===== config.mk =====
export PLATFORM = sky130hd
export DESIGN_NAME = packed_yuv411_to_rgb_core
export DESIGN_NICKNAME = d
export VERILOG_FILES = /design/src/rtl/pyuv_pkg.sv /design/src/rtl/packed_yuv411_to_rgb_core.sv /design/src/rtl/pyuv_chroma.sv /design/src/rtl/pyuv_lane.sv /design/src/rtl/pyuv_merge.sv
export SDC_FILE = /design/constraint.sdc
export NUM_CORES = 1
export LEC_CHECK = 0
export BUFFER_PORTS_ARGS = -buffer_cell sky130_fd_sc_hd__buf_2
export CAP_MARGIN = 40
export CORE_UTILIZATION = 55
export DETAILED_ROUTE_END_ITERATION = 8
export PLACE_DENSITY = 0.82
export SYNTH_ARGS = -nofsm -noshare
export SYNTH_HDL_FRONTEND = slang
export SYNTH_HIERARCHICAL = 1
export SYNTH_SLANG_ARGS = --single-unit

===== constraint.sdc =====
create_clock -name clk -period 4.48 [get_ports clk]
set_input_delay 0.224 -clock clk [delete_from_list [all_inputs] [get_ports clk]]
set_output_delay 0.224 -clock clk [all_outputs]
set_load 0.005 [all_outputs]

===== src/rtl/pyuv_pkg.sv =====
// Package: shared types and constants of the packed 4:1:1 to RGB converter.
`default_nettype none
package pyuv_pkg;

	// Group geometry
	localparam int unsigned LANES   = 4;
	localparam int unsigned CNT_W   = $clog2(LANES + 1);
	localparam int unsigned SKIP_N  = 2;

	// Fixed-point format
	localparam int unsigned FRAC_BITS = 12;
	localparam int unsigned TERM_W    = 23;
	localparam int unsigned SUM_W     = 24;

	localparam logic signed [14:0] COEF_V_R = 15'sd5743;
	localparam logic signed [14:0] COEF_U_G = 15'sd1411;
	localparam logic signed [14:0] COEF_V_G = 15'sd2925;
	localparam logic signed [14:0] COEF_U_B = 15'sd7258;
	localparam logic signed [SUM_W-1:0] ROUND_HALF = 24'sd2048;

	// Register map (word index)
	localparam logic REG_SKIP_MODE = 1'b0;

	// Chroma contributions shared by all lanes of a group
	typedef struct packed {
		logic signed [TERM_W-1:0] red_term;
		logic signed [TERM_W-1:0] green_term;
		logic signed [TERM_W-1:0] blue_term;
	} chroma_t;

	typedef struct packed {
		logic [7:0] red;
		logic [7:0] green;
		logic [7:0] blue;
	} pixel_t;

endpackage
`default_nettype wire


===== src/rtl/packed_yuv411_to_rgb_core.sv =====
// Top level: packed 4:1:1 group to RGB pixel stream converter.
//
//  channel  direction  handshake             payload
//  in       request    in_valid / in_ready   chroma_u, luma_0, chroma_v, luma_1..3
//  out      result     out_valid / out_ready red, green, blue, last_of_group
//  cfg      APB write  psel/penable/pwrite   skip_mode at word 0
//
// A group is registered with its chroma products at the accepting edge; the
// four lanes convert it combinationally, and it is loaded into the merge buffer
// when that buffer is empty or its last pixel leaves; the buffer then offers it.
// The merge stage emits one pixel per cycle while out_ready is high: four per
// group (two in skip mode), and the next group loads as the last pixel leaves.
// A stalled output holds the buffer; one further group waits in stage 1.
// Asynchronous active-low reset empties both stages and clears skip_mode.
`default_nettype none
module packed_yuv411_to_rgb_core (
	input  wire logic              clk,
	input  wire logic              arst_n,
	// Request channel
	input  wire logic              in_valid,
	output logic                   in_ready,
	input  wire logic signed [7:0] chroma_u,
	input  wire logic [7:0]        luma_0,
	input  wire logic signed [7:0] chroma_v,
	input  wire logic [7:0]        luma_1,
	input  wire logic [7:0]        luma_2,
	input  wire logic [7:0]        luma_3,
	// Result channel
	output logic                   out_valid,
	input  wire logic              out_ready,
	output logic [7:0]             red,
	output logic [7:0]             green,
	output logic [7:0]             blue,
	output logic                   last_of_group,
	// Configuration port
	input  wire logic              psel,
	input  wire logic              penable,
	input  wire logic              pwrite,
	input  wire logic [2:0]        paddr,
	input  wire logic [31:0]       pwdata,
	output logic [31:0]            prdata,
	output logic                   pready
);

	logic                  skip_q;
	logic                  in_take;
	logic                  load;
	pyuv_pkg::chroma_t     terms;
	pyuv_pkg::chroma_t     terms_s1;
	logic [7:0]            luma_s1 [pyuv_pkg::LANES];
	logic                  valid_s1;
	logic                  skip_s1;
	pyuv_pkg::pixel_t      lane_pix [pyuv_pkg::LANES];
	pyuv_pkg::pixel_t      out_pix;

	// Configuration register
	assign pready = 1'b1;
	always_ff @(posedge clk or negedge arst_n) begin
		if (!arst_n) begin
			skip_q <= 1'b0;
		end else if (psel && penable && pwrite && pready
				&& (paddr[2] == pyuv_pkg::REG_SKIP_MODE)) begin
			skip_q <= pwdata[0];
		end
	end
	assign prdata = (paddr[2] == pyuv_pkg::REG_SKIP_MODE) ? {31'd0, skip_q} : 32'd0;

	// Shared chroma products
	pyuv_chroma u_chroma (
		.chroma_u (chroma_u),
		.chroma_v (chroma_v),
		.terms    (terms)
	);

	// Stage 1: group with its products
	assign in_ready = !valid_s1 || load;
	assign in_take  = in_valid && in_ready;

	always_ff @(posedge clk or negedge arst_n) begin
		if (!arst_n) begin
			valid_s1 <= 1'b0;
		end else if (in_ready) begin
			valid_s1 <= in_valid;
		end
	end

	always_ff @(posedge clk) begin
		if (in_take) begin
			terms_s1   <= terms;
			luma_s1[0] <= luma_0;
			luma_s1[1] <= luma_1;
			luma_s1[2] <= luma_2;
			luma_s1[3] <= luma_3;
			skip_s1    <= skip_q;
		end
	end

	// Conversion lanes
	for (genvar g = 0; g < pyuv_pkg::LANES; g++) begin : g_lane
		pyuv_lane u_lane (
			.luma  (luma_s1[g]),
			.terms (terms_s1),
			.pixel (lane_pix[g])
		);
	end

	// Merge and play-out
	pyuv_merge u_merge (
		.clk       (clk),
		.arst_n    (arst_n),
		.grp_valid (valid_s1),
		.grp_skip  (skip_s1),
		.lane_pix  (lane_pix),
		.load      (load),
		.out_valid (out_valid),
		.out_ready (out_ready),
		.out_pix   (out_pix),
		.out_last  (last_of_group)
	);

	assign red   = out_pix.red;
	assign green = out_pix.green;
	assign blue  = out_pix.blue;

	// Checks
	a_load_shows: assert property (@(posedge clk) disable iff (!arst_n)
		load |=> out_valid)
		else $error("loaded group not presented");

	a_take_fills: assert property (@(posedge clk) disable iff (!arst_n)
		in_take |=> valid_s1)
		else $error("accepted request lost before stage 1");

	a_s1_holds: assert property (@(posedge clk) disable iff (!arst_n)
		(valid_s1 && !load) |=> (valid_s1 && $stable(terms_s1) && $stable(skip_s1)))
		else $error("stage 1 changed while waiting");

	a_last_ends: assert property (@(posedge clk) disable iff (!arst_n)
		(out_valid && out_ready && last_of_group && !load) |=> !out_valid)
		else $error("pixel after last of group");

	a_load_needs_room: assert property (@(posedge clk) disable iff (!arst_n)
		load |-> (!out_valid || (last_of_group && out_ready)))
		else $error("group loaded over pending pixels");

endmodule
`default_nettype wire


===== src/rtl/pyuv_chroma.sv =====
// Shared chroma multipliers: one product set per group, used by every lane.
`default_nettype none
module pyuv_chroma (
	input  wire logic signed [7:0] chroma_u,
	input  wire logic signed [7:0] chroma_v,
	output pyuv_pkg::chroma_t      terms
);

	logic signed [pyuv_pkg::TERM_W-1:0] u_g;
	logic signed [pyuv_pkg::TERM_W-1:0] v_g;

	// Green takes both chroma parts, subtracted
	assign u_g = chroma_u * pyuv_pkg::COEF_U_G;
	assign v_g = chroma_v * pyuv_pkg::COEF_V_G;

	assign terms.red_term   = chroma_v * pyuv_pkg::COEF_V_R;
	assign terms.green_term = -u_g - v_g;
	assign terms.blue_term  = chroma_u * pyuv_pkg::COEF_U_B;

endmodule
`default_nettype wire


===== src/rtl/pyuv_lane.sv =====
// One conversion lane: luma plus shared chroma terms, rounding, shift, clip.
`default_nettype none
module pyuv_lane (
	input  wire logic [7:0]         luma,
	input  wire pyuv_pkg::chroma_t  terms,
	output pyuv_pkg::pixel_t        pixel
);

	logic signed [pyuv_pkg::SUM_W-1:0] luma_fx;
	logic signed [pyuv_pkg::SUM_W-1:0] sum_r;
	logic signed [pyuv_pkg::SUM_W-1:0] sum_g;
	logic signed [pyuv_pkg::SUM_W-1:0] sum_b;

	// Floor shift by the fraction bits, then limit to 0..255
	function automatic logic [7:0] clip8(input logic signed [pyuv_pkg::SUM_W-1:0] s);
		logic [7:0] r;
		if (s[pyuv_pkg::SUM_W-1]) begin
			r = 8'd0;
		end else if (|s[pyuv_pkg::SUM_W-2:pyuv_pkg::FRAC_BITS+8]) begin
			r = 8'd255;
		end else begin
			r = s[pyuv_pkg::FRAC_BITS+7:pyuv_pkg::FRAC_BITS];
		end
		return r;
	endfunction

	assign luma_fx = $signed({{(pyuv_pkg::SUM_W-8-pyuv_pkg::FRAC_BITS){1'b0}}, luma,
		{pyuv_pkg::FRAC_BITS{1'b0}}});

	assign sum_r = luma_fx + pyuv_pkg::SUM_W'(terms.red_term) + pyuv_pkg::ROUND_HALF;
	assign sum_g = luma_fx + pyuv_pkg::SUM_W'(terms.green_term) + pyuv_pkg::ROUND_HALF;
	assign sum_b = luma_fx + pyuv_pkg::SUM_W'(terms.blue_term) + pyuv_pkg::ROUND_HALF;

	assign pixel.red   = clip8(sum_r);
	assign pixel.green = clip8(sum_g);
	assign pixel.blue  = clip8(sum_b);

endmodule
`default_nettype wire


===== src/rtl/pyuv_merge.sv =====
// Merge stage: captures all lane results of a group and plays them out in order.
`default_nettype none
module pyuv_merge (
	input  wire logic                clk,
	input  wire logic                arst_n,
	input  wire logic                grp_valid,
	input  wire logic                grp_skip,
	input  wire pyuv_pkg::pixel_t    lane_pix [pyuv_pkg::LANES],
	output logic                     load,
	output logic                     out_valid,
	input  wire logic                out_ready,
	output pyuv_pkg::pixel_t         out_pix,
	output logic                     out_last
);

	pyuv_pkg::pixel_t                pix_q [pyuv_pkg::LANES];
	logic [pyuv_pkg::CNT_W-1:0]      rem_q;
	logic                            take;

	assign out_valid = (rem_q != '0);
	assign take      = out_valid && out_ready;
	assign out_last  = (rem_q == pyuv_pkg::CNT_W'(1));
	assign out_pix   = pix_q[0];

	// Refill when empty or when the final pixel leaves this cycle
	assign load = grp_valid && (!out_valid || (out_last && out_ready));

	// Remaining-pixel count
	always_ff @(posedge clk or negedge arst_n) begin
		if (!arst_n) begin
			rem_q <= '0;
		end else if (load) begin
			rem_q <= grp_skip ? pyuv_pkg::CNT_W'(pyuv_pkg::SKIP_N)
				: pyuv_pkg::CNT_W'(pyuv_pkg::LANES);
		end else if (take) begin
			rem_q <= rem_q - pyuv_pkg::CNT_W'(1);
		end
	end

	// Pixel shift line, head at entry 0
	always_ff @(posedge clk) begin
		if (load) begin
			pix_q <= lane_pix;
		end else if (take) begin
			for (int i = 0; i < pyuv_pkg::LANES - 1; i++) begin
				pix_q[i] <= pix_q[i+1];
			end
		end
	end

endmodule
`default_nettype wire

==> metrics.txt <==
deepest clock path buffer count 2; initial antenna violation count 0; leakage power total 11.35 nW; number of global-route vias before repair 17,010; Reg-to-Reg Start luma_s1[1][0]$_DFFE_PP_; Hold Path Origin out_ready; total grt overflow 0; nets 2,849; Die Wd 194.9 µm; Worst setup SP type primary input; Clock H-tree levels 4; Core Region 36,610 µm²; CP Capture Type register; initial core utilization 55.92%; CTS clock-pin slew for the worst setup and hold paths 0.06 ns; PD cells 884.9 nW/µm²; routability cong. 0.9495; CTS root buffer clkbuf_16; via count 16,390; Worst Path Required 4.67 ns; drt via density 5.808; CP arrival 5.27 ns; Total Negative Setup Slacks -3.783 ns; CP dominant cell by count ha_4; DR DRC count 0; setup violators final 10; CTS tree done; RSZ-0062 raised after global routing yes; DP HPWL 39.53 mm; worst rel slew slack 49.65%; Hold Slack 0.1204 ns; PnR Total Power 21.57 mW; clk sinks 170; FILL cells 2,681; # rows 70; fmax 0.1969 GHz; Slew @ Worst Pin 0.7520 ns; final critical-path setup slack -0.5999 ns; post-route minimum period 5.080 ns; synthesized instance count 2,038; CP max FO 4; Initial DRC Count 1,109; Layout area overhead 19.09%; Inserted Diodes 0; worst path cell trace buf_8, ha_4, inv_4, fa_2, inv_2, fa_1, inv_1, fa_1, inv_2, ha_4, and3_4, nand2_2, o311a_1, o31ai_2, a21oi_1, xor2_1, ha_1, ha_4, and3_4, a221oi_2, o31ai_2, a21oi_2, xor2_1; failing checks negative setup slack; share of cells above drive strength 1 24.04%; Max-Cap Viols 0; slowest stage delay, CP 0.55 ns; WP buf/inv 5; post-synthesis cell area 20,470 µm²; Final ANT Viol Nets 0; Pre-antenna DRT Iters 5; Syn. warnings 6; Pins Over Slew Limit 0; Die Area 38,000 µm²; period utilisation layout 113.4%; Hold Crit Class primary input to register; critical path's slowest cell fa_2; largest net degree at the start of global routing 42; CP startpoint chroma_v[4]; Finished Cell Area 24,380 µm²; outcome complete, but fails checks; Wirelength per Cell 18.16 µm; critical path class primary input to register; Peak VDD IR 0.8690 mV; IO Pins 150; final WL 51.26 mm; Tot GR Track Use 26.98%; clk_lat worst skew 0.44 ns; CP top delay family adder cells; Port Buffer Count 84; CTS buffer count 17; Final Util 66.60%; Placement Cell Area 22,680 µm²; Fin. Hold Viols 0; global-route wire length before repair 82.52 mm; Max Clock Skew 0.01015 ns; post-synthesis average cell area 10.05 µm²; Die H 194.9 µm
[area by class of cell]
| type | instances | area, µm² | area share [%] |
|---|---|---|---|
| Sequential cell | 170 | 5080 | 20.84 |
| Multi-Input combinational cell | 1535 | 14550 | 59.67 |
| Timing Repair Buffer | 333 | 2477 | 10.16 |
| Tap cell | 468 | 585.6 | 2.402 |
| Clock buffer | 17 | 425.4 | 1.745 |
| Inverter | 287 | 1087 | 4.460 |
| Clock inverter | 12 | 176.4 | 0.7236 |
[stage by stage]
step | std cells | setup slack (ns)
after floorplan | 2068 | -0.7147
after global placement | 2735 | -0.9405
after detailed placement | 2735 | -1.116
after CTS | 2820 | -0.4012
after global routing | 2822 | -0.7391
final | 2822 | -0.5999
[final timing paths]
kind                       cells past startpoint                           end  slack [ns]
hold reg to reg                                0             skip_s1$_DFFE_PP_        0.47
max in group asynchronous                      2            skip_q$_DFFE_PN0P_        4.20
setup reg to reg                               9   u_merge/pix_q[71]$_DFFE_PP_        1.19
hold / removal                                 4  u_merge/rem_q[2]$_DFFE_PN0P_        0.12
min in group asynchronous                      2          valid_s1$_DFFE_PN0P_        0.14
setup / recovery                              23        terms_s1[44]$_DFFE_PP_       -0.60
[metal layers]
metal / routed length, µm / track usage (%) / vias to the layer above / part of all wire, %
li1: - / - / 7843 / -
met1: 20950 / 31.66 / 7908 / 41
met2: 25980 / 49.01 / 491 / 51
met3: 2101 / 3.019 / 149 / 4.1
met4: 2232 / 12.57 / 0 / 4.4
met5: 0 / 0 / - / 0
[state kept, by name, summed over array words and instances, names as in the netlist]
register / count
luma_s1: 32
skip_q: 1
skip_s1: 1
terms_s1: 36
u_merge/out_pix: 24
u_merge/pix_q: 72
u_merge/rem_q: 3
valid_s1: 1
[worst register-to-register path: stages, from the launching register on]
cell and delay (ns):
edfxtp_1 0.53, inv_1 0.30, fa_1 0.27, nand2b_1 0.14, a21oi_1 0.07, o21ai_0 0.46
a21oi_1 0.14, o211ai_1 0.63, a22oi_1 0.21, mux2_4 0.30
[cells in the final DEF (no fill, tap or decap), drive strengths merged, types with 32 or more instances in the layout]
cell / n
a21oi: 146
dlygate4sd3: 35
a21o: 63
o21a: 72
nand2: 86
nor2: 70
mux2: 77
o21ai: 60
conb: 32
inv: 285
buf: 298
xnor2: 69
a22oi: 33
ha: 320
fa: 95
xor2: 52
edfxtp: 165
nand2b: 32
[report_power, final]
part | switching [mW] | internal (mW) | total, mW
registers | 0.645 | 3.00 | 3.65
clock network | 0.611 | 0.922 | 1.53
logic | 8.35 | 8.04 | 16.4
total | 9.61 | 12.0 | 21.6
[what timing repair did]
action,4_1_cts,5_1_grt
setup endpoints to repair,11,12
setup buffers,22,3
hold buffers,35,0
resized for setup,88,28
pin swaps,59,25
hold endpoints to repair,39,0
(Power assumes the default switching activity.)
